File: src/rtl/core/hex_run_raster_line_decoder_assert.svh
// Assertion macros for the hex-run raster line decoder.
// Each macro expects clk_i and rst_ni in the scope where it is used.
`ifndef HEX_RUN_RASTER_LINE_DECODER_ASSERT_SVH
`define HEX_RUN_RASTER_LINE_DECODER_ASSERT_SVH

// Same-cycle implication, checked out of reset.
`define HRLD_ASSERT_IMP(lbl, ante, cons) \
  lbl: assert property (@(posedge clk_i) disable iff (!rst_ni) (ante) |-> (cons)) \
    else $error("hrld: same-cycle check failed");

// Next-cycle implication, checked out of reset.
`define HRLD_ASSERT_NXT(lbl, ante, cons) \
  lbl: assert property (@(posedge clk_i) disable iff (!rst_ni) (ante) |=> (cons)) \
    else $error("hrld: next-cycle check failed");

`endif

File: src/rtl/core/hrld_pkg.sv
// Shared types and constants of the hex-run raster line decoder.
// No dependencies; imported by every module of the block.
`default_nettype none

package hrld_pkg;

  // Line store geometry
  localparam int MAX_ROW_BYTES = 512;
  localparam int ROW_BYTES     = 8;
  localparam int BYTE_W        = 8;
  localparam int BYTE_AW       = $clog2(ROW_BYTES);
  localparam int ROWS          = MAX_ROW_BYTES / ROW_BYTES;
  localparam int ROW_AW        = $clog2(ROWS);
  localparam int PTR_W         = ROW_AW + BYTE_AW + 1;
  localparam int WORD_W        = ROW_BYTES * BYTE_W;

  // Field widths
  localparam int CHAR_W        = 8;
  localparam int CODE_W        = 7;
  localparam int CNT_W         = 7;
  localparam int ROW_CNT_W     = 16;
  localparam int RET_W         = 17;
  localparam int RASTER_W      = 10;
  localparam logic [RASTER_W-1:0] RASTER_RESET = RASTER_W'(300);

  // Configuration port
  localparam int APB_AW        = 3;
  localparam int APB_DW        = 32;
  localparam logic REG_RASTER_SIZE = 1'b0;

  // Command queue
  localparam int QUEUE_DEPTH   = 2;
  localparam int QUEUE_AW      = $clog2(QUEUE_DEPTH);

  // Character codes
  localparam logic [CODE_W-1:0] CH_CLEAR   = 7'h24;  // '$'
  localparam logic [CODE_W-1:0] CH_REWIND  = 7'h3D;  // '='
  localparam logic [CODE_W-1:0] CH_DIG0    = 7'h30;  // '0'
  localparam logic [CODE_W-1:0] CH_DIG9    = 7'h39;  // '9'
  localparam logic [CODE_W-1:0] CH_HEXA    = 7'h41;  // 'A'
  localparam logic [CODE_W-1:0] CH_HEXF    = 7'h46;  // 'F'
  localparam logic [CODE_W-1:0] CH_REP_G   = 7'h47;  // 'G'
  localparam logic [CODE_W-1:0] CH_REP_N   = 7'h4E;  // 'N'
  localparam logic [CODE_W-1:0] CH_RUN_O   = 7'h4F;  // 'O'
  localparam logic [CODE_W-1:0] CH_RUN_T   = 7'h54;  // 'T'
  localparam logic [CODE_W-1:0] CH_XOR_ON  = 7'h58;  // 'X'
  localparam logic [CODE_W-1:0] CH_XOR_OFF = 7'h59;  // 'Y'
  localparam logic [CODE_W-1:0] CH_ROW_END = 7'h5A;  // 'Z'

  // Classified commands handed from front to back
  typedef enum logic [2:0] {
    OP_NOP,
    OP_FILL,
    OP_CLEAR,
    OP_REWIND,
    OP_XOR_ON,
    OP_XOR_OFF,
    OP_ROW_END
  } op_e;

  typedef struct packed {
    op_e                op;
    logic [BYTE_W-1:0]  fill_byte;
    logic [CNT_W-1:0]   cnt;
  } cmd_t;

  // Back end sequencer
  typedef enum logic [2:0] {
    S_IDLE,
    S_WR,
    S_RES,
    S_ZSTART,
    S_EMIT
  } back_state_e;

endpackage

`default_nettype wire

File: src/rtl/core/hrld_front.sv
// Front end: accepts characters, pairs hex digits into bytes and classifies
// each character into a command for the queue. Depends on hrld_pkg.
`default_nettype none

module hrld_front (
  input  logic                          clk_i,
  input  logic                          rst_ni,
  input  logic                          cfg_clr_i,
  input  logic                          in_valid_i,
  output logic                          in_stall_o,
  input  logic [hrld_pkg::CHAR_W-1:0]   char_code_i,
  input  logic                          full_i,
  output logic                          push_o,
  output hrld_pkg::cmd_t                cmd_o
);
  import hrld_pkg::*;

  logic                 pend_q, pend_d;
  logic [3:0]           hi_q, hi_d;
  logic [BYTE_W-1:0]    last_q, last_d;
  logic [CODE_W-1:0]    code;
  logic [CODE_W-1:0]    dig_val;
  logic [CODE_W-1:0]    rep_val;
  logic [CODE_W-1:0]    run_val;
  logic                 is_hex;
  logic [3:0]           nib;

  assign code       = char_code_i[CODE_W-1:0];
  assign push_o     = in_valid_i && !full_i;
  assign in_stall_o = full_i;

  // Digit value, repeat count and run length offsets
  always_comb begin
    dig_val = code - CH_DIG0;
    rep_val = code - (CH_REP_G - CODE_W'(1));
    run_val = code - (CH_RUN_O - CODE_W'(1));
    is_hex  = 1'b0;
    nib     = '0;
    if (code >= CH_DIG0 && code <= CH_DIG9) begin
      is_hex = 1'b1;
      nib    = dig_val[3:0];
    end else if (code >= CH_HEXA && code <= CH_HEXF) begin
      is_hex = 1'b1;
      nib    = 4'(code - (CH_HEXA - CODE_W'(10)));
    end
  end

  // Classify and update digit pairing state
  always_comb begin
    cmd_o.op        = OP_NOP;
    cmd_o.fill_byte = last_q;
    cmd_o.cnt       = '0;
    pend_d          = pend_q;
    hi_d            = hi_q;
    last_d          = last_q;
    priority if (code == CH_CLEAR || code == CH_REWIND || code == CH_ROW_END) begin
      if (code == CH_CLEAR) begin
        cmd_o.op = OP_CLEAR;
      end else if (code == CH_REWIND) begin
        cmd_o.op = OP_REWIND;
      end else begin
        cmd_o.op = OP_ROW_END;
      end
      pend_d = 1'b0;
      hi_d   = '0;
      last_d = '0;
    end else if (is_hex) begin
      if (!pend_q) begin
        pend_d = 1'b1;
        hi_d   = nib;
      end else begin
        cmd_o.op        = OP_FILL;
        cmd_o.fill_byte = {hi_q, nib};
        cmd_o.cnt       = CNT_W'(1);
        pend_d          = 1'b0;
        hi_d            = '0;
        last_d          = {hi_q, nib};
      end
    end else if (code >= CH_REP_G && code <= CH_REP_N) begin
      cmd_o.op  = OP_FILL;
      cmd_o.cnt = rep_val;
    end else if (code >= CH_RUN_O && code <= CH_RUN_T) begin
      cmd_o.op  = OP_FILL;
      cmd_o.cnt = {run_val[2:0], 4'b0000};
    end else if (code == CH_XOR_ON) begin
      cmd_o.op = OP_XOR_ON;
    end else if (code == CH_XOR_OFF) begin
      cmd_o.op = OP_XOR_OFF;
    end else begin
      cmd_o.op = OP_NOP;
    end
  end

  // Pairing state: cleared on config write, advanced on each accepted push
  always_ff @(posedge clk_i or negedge rst_ni) begin
    if (!rst_ni) begin
      pend_q <= 1'b0;
      hi_q   <= '0;
      last_q <= '0;
    end else if (cfg_clr_i) begin
      pend_q <= 1'b0;
      hi_q   <= '0;
      last_q <= '0;
    end else if (push_o) begin
      pend_q <= pend_d;
      hi_q   <= hi_d;
      last_q <= last_d;
    end
  end

endmodule

`default_nettype wire

File: src/rtl/core/hrld_queue.sv
// Short command queue between front and back end.
// Depends on hrld_pkg for the command type and depth.
`default_nettype none

module hrld_queue (
  input  logic            clk_i,
  input  logic            rst_ni,
  input  logic            push_i,
  input  hrld_pkg::cmd_t  cmd_i,
  output logic            full_o,
  output logic            valid_o,
  output hrld_pkg::cmd_t  cmd_o,
  input  logic            pop_i
);
  import hrld_pkg::*;

  cmd_t                 slot_q [QUEUE_DEPTH];
  logic [QUEUE_AW-1:0]  wr_q, rd_q;
  logic [QUEUE_AW:0]    cnt_q;

  assign full_o  = (cnt_q == (QUEUE_AW+1)'(QUEUE_DEPTH));
  assign valid_o = (cnt_q != '0);
  assign cmd_o   = slot_q[rd_q];

  // Store entry
  always_ff @(posedge clk_i) begin
    if (push_i) begin
      slot_q[wr_q] <= cmd_i;
    end
  end

  // Advance pointers and fill count
  always_ff @(posedge clk_i or negedge rst_ni) begin
    if (!rst_ni) begin
      wr_q  <= '0;
      rd_q  <= '0;
      cnt_q <= '0;
    end else begin
      if (push_i) begin
        wr_q <= (wr_q == QUEUE_AW'(QUEUE_DEPTH-1)) ? '0 : wr_q + 1'b1;
      end
      if (pop_i) begin
        rd_q <= (rd_q == QUEUE_AW'(QUEUE_DEPTH-1)) ? '0 : rd_q + 1'b1;
      end
      if (push_i && !pop_i) begin
        cnt_q <= cnt_q + 1'b1;
      end else if (pop_i && !push_i) begin
        cnt_q <= cnt_q - 1'b1;
      end
    end
  end

endmodule

`default_nettype wire

File: src/rtl/core/hrld_back.sv
// Back end: executes commands against the 64-bit-row line store, emits rows.
// Depends on hrld_pkg and the assertion macro header.
`default_nettype none
`include "hex_run_raster_line_decoder_assert.svh"

module hrld_back (
  input  logic                             clk_i,
  input  logic                             rst_ni,
  input  logic                             cfg_clr_i,
  input  logic [hrld_pkg::PTR_W-1:0]       size_i,
  input  logic                             cmd_valid_i,
  input  hrld_pkg::cmd_t                   cmd_i,
  output logic                             cmd_pop_o,
  output logic                             out_valid_o,
  input  logic                             out_stall_i,
  output logic [hrld_pkg::WORD_W-1:0]      row_word_o,
  output logic                             row_word_valid_o,
  output logic [hrld_pkg::RET_W-1:0]       ret_o,
  output logic                             last_o
);
  import hrld_pkg::*;

  back_state_e            state_q, state_d;
  logic [PTR_W-1:0]       wp_q, wp_d, end_q, end_d;
  logic [BYTE_W-1:0]      fill_q, fill_d;
  logic                   zfill_q, zfill_d;
  logic                   xor_q, xor_d;
  logic [ROW_CNT_W-1:0]   rc_q, rc_d;
  logic [ROWS-1:0]        vld_q, vld_d;
  logic [ROW_AW-1:0]      w_q, w_d;

  logic [WORD_W-1:0]      mem [ROWS];
  logic [WORD_W-1:0]      rdata_q;
  logic                   rvld_q;
  logic [ROW_AW-1:0]      raddr, wrow;
  logic                   mem_we;
  logic [WORD_W-1:0]      row_old, merged, emit_word;

  logic [PTR_W:0]         fill_sum, size_sum;
  logic [PTR_W-1:0]       fill_end, row_next, wr_next;
  logic [ROW_AW:0]        words;
  logic                   go_fill, go_zfill, go_zstart, wr_done, emit_last, out_free;

  logic                   res_load, res_wvld, res_last;
  logic [WORD_W-1:0]      res_word;
  logic [RET_W-1:0]       res_ret;

  logic                   out_valid_q;
  logic [WORD_W-1:0]      out_word_q;
  logic                   out_wvld_q, out_last_q;
  logic [RET_W-1:0]       out_ret_q;

  // Decode helpers
  assign out_free  = !out_valid_q || !out_stall_i;
  assign wrow      = wp_q[ROW_AW+BYTE_AW-1:BYTE_AW];
  assign fill_sum  = {1'b0, wp_q} + (PTR_W+1)'(cmd_i.cnt);
  assign fill_end  = (fill_sum > {1'b0, size_i}) ? size_i : fill_sum[PTR_W-1:0];
  assign go_fill   = cmd_valid_i && (cmd_i.op == OP_FILL) && (wp_q < fill_end);
  assign go_zfill  = cmd_valid_i && (cmd_i.op == OP_ROW_END) && !xor_q && (wp_q < size_i);
  assign go_zstart = cmd_valid_i && (cmd_i.op == OP_ROW_END) && !go_zfill;
  assign row_next  = {(ROW_AW+1)'(wrow) + (ROW_AW+1)'(1), BYTE_AW'(0)};
  assign wr_next   = (row_next < end_q) ? row_next : end_q;
  assign wr_done   = (wr_next == end_q);
  assign size_sum  = {1'b0, size_i} + (PTR_W+1)'(ROW_BYTES-1);
  assign words     = size_sum[ROW_AW+BYTE_AW:BYTE_AW];
  assign emit_last = ({1'b0, w_q} == words - (ROW_AW+1)'(1));
  assign row_old   = rvld_q ? rdata_q : '0;

  // Merge the run into the current row, mask emitted bytes past the size
  always_comb begin
    for (int j = 0; j < ROW_BYTES; j++) begin
      if (({1'b0, wrow, BYTE_AW'(j)} >= wp_q) && ({1'b0, wrow, BYTE_AW'(j)} < end_q)) begin
        merged[j*BYTE_W +: BYTE_W] = fill_q ^
            ((xor_q && !zfill_q) ? row_old[j*BYTE_W +: BYTE_W] : '0);
      end else begin
        merged[j*BYTE_W +: BYTE_W] = row_old[j*BYTE_W +: BYTE_W];
      end
      emit_word[j*BYTE_W +: BYTE_W] = ({1'b0, w_q, BYTE_AW'(j)} < size_i) ?
          row_old[j*BYTE_W +: BYTE_W] : '0;
    end
  end

  // Next state
  always_comb begin
    state_d = state_q;
    unique case (state_q)
      S_IDLE: begin
        if (go_fill || go_zfill) begin
          state_d = S_WR;
        end else if (go_zstart) begin
          state_d = S_ZSTART;
        end
      end
      S_WR: begin
        if (wr_done) begin
          if (zfill_q) begin
            state_d = S_ZSTART;
          end else begin
            state_d = out_free ? S_IDLE : S_RES;
          end
        end
      end
      S_RES: begin
        if (out_free) begin
          state_d = S_IDLE;
        end
      end
      S_ZSTART: begin
        state_d = (words == '0) ? S_RES : S_EMIT;
      end
      S_EMIT: begin
        if (out_free && emit_last) begin
          state_d = S_IDLE;
        end
      end
      default: state_d = S_IDLE;
    endcase
  end

  // Datapath and result control
  always_comb begin
    wp_d      = wp_q;
    end_d     = end_q;
    fill_d    = fill_q;
    zfill_d   = zfill_q;
    xor_d     = xor_q;
    rc_d      = rc_q;
    vld_d     = vld_q;
    w_d       = w_q;
    raddr     = wrow;
    mem_we    = 1'b0;
    cmd_pop_o = 1'b0;
    res_load  = 1'b0;
    res_word  = '0;
    res_wvld  = 1'b0;
    res_last  = 1'b1;
    res_ret   = {1'b0, rc_q};
    unique case (state_q)
      S_IDLE: begin
        if (go_fill) begin
          end_d   = fill_end;
          fill_d  = cmd_i.fill_byte;
          zfill_d = 1'b0;
        end else if (go_zfill) begin
          end_d   = size_i;
          fill_d  = '0;
          zfill_d = 1'b1;
        end else if (cmd_valid_i && !go_zstart && out_free) begin
          res_load  = 1'b1;
          cmd_pop_o = 1'b1;
          unique case (cmd_i.op)
            OP_CLEAR: begin
              res_ret = '0;
              vld_d   = '0;
              wp_d    = '0;
              rc_d    = '0;
              xor_d   = 1'b0;
            end
            OP_REWIND: begin
              res_ret = '1;
              wp_d    = '0;
              rc_d    = '0;
            end
            OP_XOR_ON:  xor_d = 1'b1;
            OP_XOR_OFF: xor_d = 1'b0;
            default: ;
          endcase
        end
      end
      S_WR: begin
        mem_we      = 1'b1;
        vld_d[wrow] = 1'b1;
        wp_d        = wr_next;
        raddr       = wr_next[ROW_AW+BYTE_AW-1:BYTE_AW];
        if (wr_done && !zfill_q && out_free) begin
          res_load  = 1'b1;
          cmd_pop_o = 1'b1;
        end
      end
      S_RES: begin
        if (out_free) begin
          res_load  = 1'b1;
          cmd_pop_o = 1'b1;
        end
      end
      S_ZSTART: begin
        rc_d  = rc_q + 1'b1;
        wp_d  = '0;
        w_d   = '0;
        raddr = '0;
      end
      S_EMIT: begin
        raddr = w_q;
        if (out_free) begin
          res_load = 1'b1;
          res_word = emit_word;
          res_wvld = 1'b1;
          res_last = emit_last;
          if (emit_last) begin
            cmd_pop_o = 1'b1;
          end else begin
            w_d   = w_q + 1'b1;
            raddr = w_q + 1'b1;
          end
        end
      end
      default: ;
    endcase
    // Drop all row state on a configuration write
    if (cfg_clr_i) begin
      vld_d = '0;
      wp_d  = '0;
      rc_d  = '0;
      xor_d = 1'b0;
    end
  end

  // Line store: one row write and one row read per cycle
  always_ff @(posedge clk_i) begin
    if (mem_we) begin
      mem[wrow] <= merged;
    end
    rdata_q <= mem[raddr];
    rvld_q  <= vld_q[raddr];
  end

  // Control registers
  always_ff @(posedge clk_i or negedge rst_ni) begin
    if (!rst_ni) begin
      state_q     <= S_IDLE;
      wp_q        <= '0;
      end_q       <= '0;
      zfill_q     <= 1'b0;
      xor_q       <= 1'b0;
      rc_q        <= '0;
      vld_q       <= '0;
      w_q         <= '0;
      out_valid_q <= 1'b0;
    end else begin
      state_q     <= state_d;
      wp_q        <= wp_d;
      end_q       <= end_d;
      zfill_q     <= zfill_d;
      xor_q       <= xor_d;
      rc_q        <= rc_d;
      vld_q       <= vld_d;
      w_q         <= w_d;
      out_valid_q <= res_load || (out_valid_q && out_stall_i);
    end
  end

  // Output register payload
  always_ff @(posedge clk_i) begin
    fill_q <= fill_d;
    if (res_load) begin
      out_word_q <= res_word;
      out_wvld_q <= res_wvld;
      out_last_q <= res_last;
      out_ret_q  <= res_ret;
    end
  end

  assign out_valid_o      = out_valid_q;
  assign row_word_o       = out_word_q;
  assign row_word_valid_o = out_wvld_q;
  assign ret_o            = out_ret_q;
  assign last_o           = out_last_q;

  `HRLD_ASSERT_IMP(a_wp_in_row, 1'b1, wp_q <= size_i)
  `HRLD_ASSERT_IMP(a_wr_in_range, state_q == S_WR, (wp_q < end_q) && (end_q <= size_i))
  `HRLD_ASSERT_IMP(a_pop_on_last, cmd_pop_o, res_load && res_last)
  `HRLD_ASSERT_NXT(a_row_restart, state_q == S_ZSTART,
                   (wp_q == '0) && (state_q == S_RES || state_q == S_EMIT))

endmodule

`default_nettype wire

File: src/rtl/core/hex_run_raster_line_decoder.sv
// Top level of the hex-run raster line decoder: configuration port, front end,
// command queue and back end. Depends on hrld_pkg, hrld_front, hrld_queue, hrld_back.
//
// One 7-bit character per transaction (bit 7 ignored) builds a raster row in a
// 512-byte line store kept as 64 rows of 8 bytes with a valid bit per row, so
// reset and clear take effect at once with no sweep. The front end pairs hex
// digits and classifies characters into a two-entry queue, so input keeps
// flowing while the back end works. In the back end, commands and the first digit
// of a pair touch no store row, a completed hex byte does a read-modify-write of
// one store row, a repeat run writes each 8-byte store row it touches, and Z
// zero-fills the rest of the row outside XOR mode, counts the row and emits one
// 8-byte word per store row (ceil(size/8) words, or a single invalid result when
// the size is zero). A result is held in an output register and blocks the back
// end only while it is stalled. raster_size at byte address 0 sets the row
// length (clipped to 512) and clears the row state.
`default_nettype none

module hex_run_raster_line_decoder (
  input  logic                                clk_i,
  input  logic                                rst_ni,
  // Input channel
  input  logic                                in_valid_i,
  output logic                                in_stall_o,
  input  logic [hrld_pkg::CHAR_W-1:0]         char_code_i,
  // Output channel
  output logic                                out_valid_o,
  input  logic                                out_stall_i,
  output logic [hrld_pkg::WORD_W-1:0]         row_word_o,
  output logic                                row_word_valid_o,
  output logic signed [hrld_pkg::RET_W-1:0]   return_value_o,
  output logic                                last_o,
  // Configuration port
  input  logic                                psel,
  input  logic                                penable,
  input  logic                                pwrite,
  input  logic [hrld_pkg::APB_AW-1:0]         paddr,
  input  logic [hrld_pkg::APB_DW-1:0]         pwdata,
  output logic [hrld_pkg::APB_DW-1:0]         prdata,
  output logic                                pready
);
  import hrld_pkg::*;

  logic [RASTER_W-1:0]  raster_q;
  logic [PTR_W-1:0]     size;
  logic                 cfg_wr;
  logic                 push, q_full, q_valid, q_pop;
  cmd_t                 push_cmd, head_cmd;
  logic [RET_W-1:0]     ret;

  // Register access
  assign pready = 1'b1;
  assign cfg_wr = psel && penable && pwrite && (paddr[BYTE_AW-1] == REG_RASTER_SIZE);
  assign prdata = (paddr[BYTE_AW-1] == REG_RASTER_SIZE) ?
                  {(APB_DW-RASTER_W)'(0), raster_q} : '0;

  always_ff @(posedge clk_i or negedge rst_ni) begin
    if (!rst_ni) begin
      raster_q <= RASTER_RESET;
    end else if (cfg_wr) begin
      raster_q <= pwdata[RASTER_W-1:0];
    end
  end

  // Clip row length to the store depth
  assign size = (raster_q > RASTER_W'(MAX_ROW_BYTES)) ? PTR_W'(MAX_ROW_BYTES)
                                                       : PTR_W'(raster_q);

  hrld_front u_front (
    .clk_i       (clk_i),
    .rst_ni      (rst_ni),
    .cfg_clr_i   (cfg_wr),
    .in_valid_i  (in_valid_i),
    .in_stall_o  (in_stall_o),
    .char_code_i (char_code_i),
    .full_i      (q_full),
    .push_o      (push),
    .cmd_o       (push_cmd)
  );

  hrld_queue u_queue (
    .clk_i   (clk_i),
    .rst_ni  (rst_ni),
    .push_i  (push),
    .cmd_i   (push_cmd),
    .full_o  (q_full),
    .valid_o (q_valid),
    .cmd_o   (head_cmd),
    .pop_i   (q_pop)
  );

  hrld_back u_back (
    .clk_i            (clk_i),
    .rst_ni           (rst_ni),
    .cfg_clr_i        (cfg_wr),
    .size_i           (size),
    .cmd_valid_i      (q_valid),
    .cmd_i            (head_cmd),
    .cmd_pop_o        (q_pop),
    .out_valid_o      (out_valid_o),
    .out_stall_i      (out_stall_i),
    .row_word_o       (row_word_o),
    .row_word_valid_o (row_word_valid_o),
    .ret_o            (ret),
    .last_o           (last_o)
  );

  assign return_value_o = signed'(ret);

endmodule

`default_nettype wire

File: config.mk
export PLATFORM = sky130hd
export DESIGN_NAME = hex_run_raster_line_decoder
export DESIGN_NICKNAME = d
export VERILOG_FILES = /design/src/rtl/core/hrld_pkg.sv /design/src/rtl/core/hrld_front.sv /design/src/rtl/core/hrld_queue.sv /design/src/rtl/core/hrld_back.sv /design/src/rtl/core/hex_run_raster_line_decoder.sv
export VERILOG_INCLUDE_DIRS = /design/src /design/src/rtl/core
export SDC_FILE = /design/constraint.sdc
export NUM_CORES = 2
export LEC_CHECK = 0
export ABC_AREA = 0
export BUFFER_PORTS_ARGS = -buffer_cell sky130_fd_sc_hd__buf_2
export CAP_MARGIN = 15
export CELL_PAD_IN_SITES_DETAIL_PLACEMENT = 1
export CELL_PAD_IN_SITES_GLOBAL_PLACEMENT = 1
export CORE_UTILIZATION = 45
export DETAILED_ROUTE_END_ITERATION = 10
export HOLD_SLACK_MARGIN = 0.05
export MAX_ROUTING_LAYER = met4
export PLACE_DENSITY_LB_ADDON = 0.1
export SLEW_MARGIN = 5
export SYNTH_ARGS = -nofsm -noshare
export SYNTH_HDL_FRONTEND = slang
export SYNTH_HIERARCHICAL = 1
export SYNTH_MEMORY_MAX_BITS = 65536
export SYNTH_SLANG_ARGS = --single-unit
File: constraint.sdc
create_clock -name clk_i -period 20.7 [get_ports clk_i]
set_clock_uncertainty 0.15 [all_clocks]
set_input_delay 4.14 -clock clk_i [delete_from_list [all_inputs] [get_ports clk_i]]
set_output_delay 4.14 -clock clk_i [all_outputs]
set_load 0.02 [all_outputs]
After elaboration in Yosys (flattened, before gate mapping). Memory sizes are Yosys's and may differ from the RTL's. A register that Yosys moved wholly into a read port is not among the register bits. Index checks and enable logic that the tools add are counted.

Bits in registers: 231. Memory bits (writable): 4132. Input port bits: 50. Output and inout bits: 118. Word-level logic and storage cells: 333. Memories kept: 2.

Memory list: u_back.mem (words 64, bits a word 64, read ports 1, clocked after Yosys merged registers in 1, write ports 1, RTL line hrld_back.sv:32) `logic [WORD_W-1:0] mem [ROWS];`; u_queue.slot_q (words 2, bits a word 18, read ports 1, clocked after Yosys merged registers in 0, write ports 1, RTL line hrld_queue.sv:17) `cmd_t slot_q [QUEUE_DEPTH];`.

Add/subtract/negate cells: 14. Magnitude comparators: 40. Equality and inequality tests: 29. Mux-type cells: 124. Bitwise operators: 12. Reductions and logical operators: 82.

Operator list (count): 2-to-1 mux 64 bit (6); 2-to-1 mux 8 bit (24); < comparator 9 x 10 -> 1 bit (16); 2-to-1 mux 16 bit (10); one-hot mux 64 bit (2 select lines) (1); 2-to-1 mux 10 bit (11); greater-or-equal comparator 9 x 10 -> 1 bit (8); OR 64 bit (1); XOR 8 bit (8); 2-to-1 mux 3 bit (15); one-hot mux 17 bit (2 select lines) (1); logical AND 1 bit (32); one-hot mux 16 bit (2 select lines) (1); < comparator 10 bit (3); 2-to-1 mux 1 bit (30); one-hot mux 10 bit (3 select lines) (1); 2-to-1 mux 4 bit (7); AND reduction 3 bit (9); equality test 7 bit, second input constant (3); greater-or-equal comparator 7 bit, second input constant (3); less-or-equal comparator 7 bit, second input constant (3); 2-to-1 mux 7 bit (3); AND reduction 5 bit (4); one-hot mux 6 bit (3 select lines) (1); other kinds (53) (100).

Logic depth before layout (Yosys ltp). An unclocked memory read counts as a cell.

Depth in word-level cells: 17. Depth in mapped cells: 39. Depth with buffers taken out: 35.

By module. Netlist, hierarchy kept.

By module, submodules not included: hrld_back (times used 1, cells an instance 11497, area an instance 171653.4 um^2, sequential area each 129834.5 um^2); hrld_queue (times used 1, cells an instance 72, area an instance 1537.7 um^2, sequential area each 1181.1 um^2); hrld_front (times used 1, cells an instance 143, area an instance 1308.8 um^2, sequential area each 325.3 um^2); hex_run_raster_line_decoder (times used 1, cells an instance 70, area an instance 750.7 um^2, sequential area each 255.2 um^2).

Least setup slack after synthesis. Ideal clock, no wire load.

Path kind: input to register. From: input port out_stall_i. To: register u_back.out_last_q (netlist: u_back/last_o), enable pin. Setup time: 0.646 ns. Arrival: 10.600 ns. Data required time: 19.904 ns. Path slack: 9.304 ns. Stages: 3. Path buffers: 1. Cells stage by stage: and2_1 -> clkbuf_1 -> o31ai_1.

Cells in the longest elaborated chain, start to end: 7. Elaborated cells on any way between the ends: 10. Those cells by class: mux (6); reduce/logical (4).

RTL lines: start, declared (RTL line hex_run_raster_line_decoder.sv:27) `input logic out_stall_i,`; zero test 1 bit * (RTL line hrld_back.sv:54) `assign out_free = !out_valid_q || !out_stall_i;`; logical OR 1 bit * (RTL line hrld_back.sv:54); logical AND 1 bit (RTL line hrld_back.sv:148) `end else if (cmd_valid_i && !go_zstart && out_free) begin`; 2-to-1 mux 1 bit (RTL line hrld_back.sv:148); 2-to-1 mux 1 bit (RTL line hrld_back.sv:144) `end else if (go_zfill) begin`; 2-to-1 mux 1 bit (RTL line hrld_back.sv:140) `if (go_fill) begin`; one-hot mux 1 bit (3 select lines) * (RTL line hrld_back.sv:138) `unique case (state_q)`; net u_back.res_load (RTL line hrld_back.sv:44) `logic res_load, res_wvld, res_last;`; end signal, assigned (RTL line hrld_back.sv:258) `out_last_q <= res_last;`; end, declared (RTL line hrld_back.sv:50) `logic out_wvld_q, out_last_q;`.

Mark *: on every way through the listed nets, which the timed path passes. The rest lies on a longest branch. A chain may end at the register's enable or synchronous reset.

Worst setup path in the final report.
From: input port out_stall_i. To: register u_back.rdata_q[18] (read register of u_back.mem).

Cells in the longest elaborated chain, start to end: 4.

RTL lines: zero test 1 bit (RTL line hrld_back.sv:54); logical OR 1 bit (RTL line hrld_back.sv:54); 2-to-1 mux 6 bit (RTL line hrld_back.sv:194) `if (out_free) begin`; one-hot mux 6 bit (3 select lines) (RTL line hrld_back.sv:138); end, declared (RTL line hrld_back.sv:33) `logic [WORD_W-1:0] rdata_q;`.

Every way passes these cells.

==> flow_metrics.tcl <==
set metrics [dict create \
    status "finished, final reports clean" \
    synthArstFlopShare_pct 3.140 \
    coreArea_um2 386500 \
    synth_edf_count 4223 \
    setup_viol 0 \
    yosys-top-cells-count "edfxtp_1 (4,223), nand2_1 (2,559), nand3_1 (685)" \
    max_slew_margin_pct 17.43 \
    synth-seq-cells 4427 \
    post_cts_buffers 0 \
    wirelength_um 609500 \
    yosysTopAreaCellShare_pct 72.36 \
    avgViaCountPerCell 6.340 \
    cp_common_cell "buf_4" \
    wl_per_cell_um 34.72 \
    place_congestion 0.8457 \
    ant_nets 0 \
    synthTopCellsByArea "edfxtp_1 (72%), nand2_1 (5.5%), mux4_2 (3.8%)" \
    avgSynthCellArea_um2 14.87 \
    cts_tree "yes" \
    startpoint "out_stall_i" \
    nNetsFinal 12080 \
    vias 111300 \
    register_area_um2 131600 \
    worstPathCellList "buf_2 -> and2_1 -> nor2_1 -> a21boi_4 -> inv_2 -> o211a_4 -> buf_4 -> buf_4 -> buf_4 -> buf_4 -> mux4_2 -> a32oi_1 -> nand4_1 -> and3_1" \
    clock_path_buffers 4 \
    syn2layout_area_growth_pct 12.86 \
    cts_sinks 4427 \
    rows 228 \
    io_pins 168 \
    die_area_um2 391900 \
    clkTransAtPathRegs_ps 60 \
    r2r-start "raster_q[9]$_DFFE_PN0P_" \
    cts-htree-levels 5 \
    setup_tns_ps 0 \
    numCtsBuffers 465 \
    startpoint_type "primary input" \
    initial_utilization_pct 45.34 \
    period_minus_slack_ps 9675 \
    drt-pass1-iter-count 7 \
    min-delay-path-class "reg2reg" \
    crit_family "buffers and inverters" \
    synthFlopType "edfxtp_1" \
    max_stage_delay_ps 770 \
    ys_types 103 \
    grt_max_degree 162 \
    drive_above_1_share_pct 13.85 \
    ctsHoldBuffers 0 \
    worst_ep_required_time_ps 21360 \
    worstPathMaxFanout 50 \
    tightest_slew_ps 1239 \
    multi_input_area_um2 41280 \
    syn_inst 11780 \
    drv_cap 0 \
    grt_pass1_vias 111900 \
    endpoint_kind "flop" \
    yosys.area.top_type "edfxtp_1" \
    holdCritStartpoint "u_queue/cnt_q[1]$_DFFE_PN0P_" \
    crit_buf_inv 6 \
    clk_latency_ps 1030 \
    die_x_um 626.1 \
    drt-initial-drc-count 13600 \
    crit_path_top_delay_cell "buf_4" \
    r2r_cells 20 \
    ys_seq_area_share_pct 75.09 \
    crit_type "in2reg" \
    dpl.hpwl_um 332400 \
    die_height_um 626.1 \
    root_buffer "clkbuf_16" \
    drc 0 \
    rsz0062_at_grt "no" \
    antenna_found_initial 23 \
    finalHoldViolations 0 \
    crit_cells 14 \
    track_usage_pct 31.57 \
    fillers 36770 \
    post_cts_resized 0 \
    synth.most_common_cell "edfxtp_1" \
    synth_area_um2 175300 \
    cp.arrival_ps 10330 \
    fmax_mhz 103.4 \
    hold-path-cell-count 1 \
    grt.overflow.total 0 \
    synth-warning-count 6 \
    port_buffers 119 \
    grt_pass1_wl_um 847700 \
    finalCritPeriodShare_pct 46.74 \
    report.final.slew_viol_count 0 \
]
[cell families after synthesis]
| family | after synthesis | share of synthesized area, % |
|---|---|---|
| xor gates and xnor gates | 40 | 0.2078 |
| AOI/OAI and AO/OA | 1842 | 7.124 |
| buffers and inverters | 840 | 2.069 |
| muxes | 474 | 4.880 |
| and+or+nand+nor | 4088 | 10.13 |
| adders and majority gates | 69 | 0.4969 |
| DFF | 4427 | 75.09 |
| other | 2 | 0.004285 |
[cells in the final DEF, fill, tap and decap left out, types with 106 or more instances in the layout]
| cell type | count |
|---|---|
| clkbuf_1 | 119 |
| mux2i_1 | 122 |
| mux4_2 | 293 |
| buf_2 | 118 |
| clkbuf_16 | 470 |
| dfrtp_1 | 135 |
| a22oi_1 | 106 |
| nand3_1 | 684 |
| a21oi_1 | 626 |
| and3_1 | 112 |
| buf_4 | 345 |
| o21ai_0 | 151 |
| a32oi_1 | 387 |
| edfxtp_1 | 4223 |
| nor2_1 | 249 |
| o22ai_1 | 182 |
| nand2_1 | 2559 |
[worst register-to-register path, delay by kind of cell (launching register included)]
family	cells	cell delay, ps
simple gates	8	3280
buf+inv	4	2690
compound gates	4	1250
xor+xnor	3	590
flops	1	560
fa+ha+maj	1	330
[metal layers]
layer	global-route usage [%]	wire length [um]
met3	4.083	47110
met2	49.17	285000
met4	13.22	30300
met1	42.12	247100
met5	-	0
[registers in the layout (all words and copies together) (netlist names), 2 cells and up]
name,flops
u_back/mem,4096
u_back/rdata_q,64
u_back/row_word_o,64
u_back/vld_q,64
u_queue/slot_q,36
u_back/ret_o,17
u_back/rc_q,16
raster_q,10
u_back/end_q,10
u_back/wp_q,10
u_back/fill_q,8
u_front/last_q,8
u_back/w_q,6
u_front/hi_q,4
u_back/state_q,3
u_queue/cnt_q,2
[final timing paths]
path / endpoint / slack, ps
min in group asynchronous: raster_q[1]$_DFFE_PN0P_ / 2990
max reg2reg: u_back/rdata_q[17]$_DFF_P_ / 11750
min: u_queue/cnt_q[1]$_DFFE_PN0P_ / 340
max: u_back/rdata_q[18]$_DFF_P_ / 11030
min reg2reg: u_queue/cnt_q[1]$_DFFE_PN0P_ / 340
max in group asynchronous: u_back/vld_q[41]$_DFFE_PN0P_ / 15930
[per-stage QoR]
step                setup WS (ps)  instances  cell area, um2  hold slack, ps  util [%]
global placement            10170      16660          183100           316.8     47.38
detailed placement          10110      16670          183200           323.3     47.38
global route                10960      17540          197800           373.3     51.16
CTS                         11150      17530          197700           334.6     51.14
finish                      11030      17550          197800           336.8     51.17
floorplan                    9304      11800          175300           297.4         -
[cell type report]
| cell class | count | area share, % |
|---|---|---|
| clock inverter | 242 | 0.9369 |
| antenna | 19 | 0.02404 |
| inverter | 41 | 0.07781 |
| sequential | 4427 | 66.54 |
| timing repair buffer | 490 | 1.871 |
| clock buffer | 624 | 6.413 |
| tap | 5175 | 3.274 |
| multi-input combinational | 6536 | 20.87 |
Power is left out: the tool's default activity adds up to more than one toggle a clock period on the data nets, which glitch-free logic cannot reach.
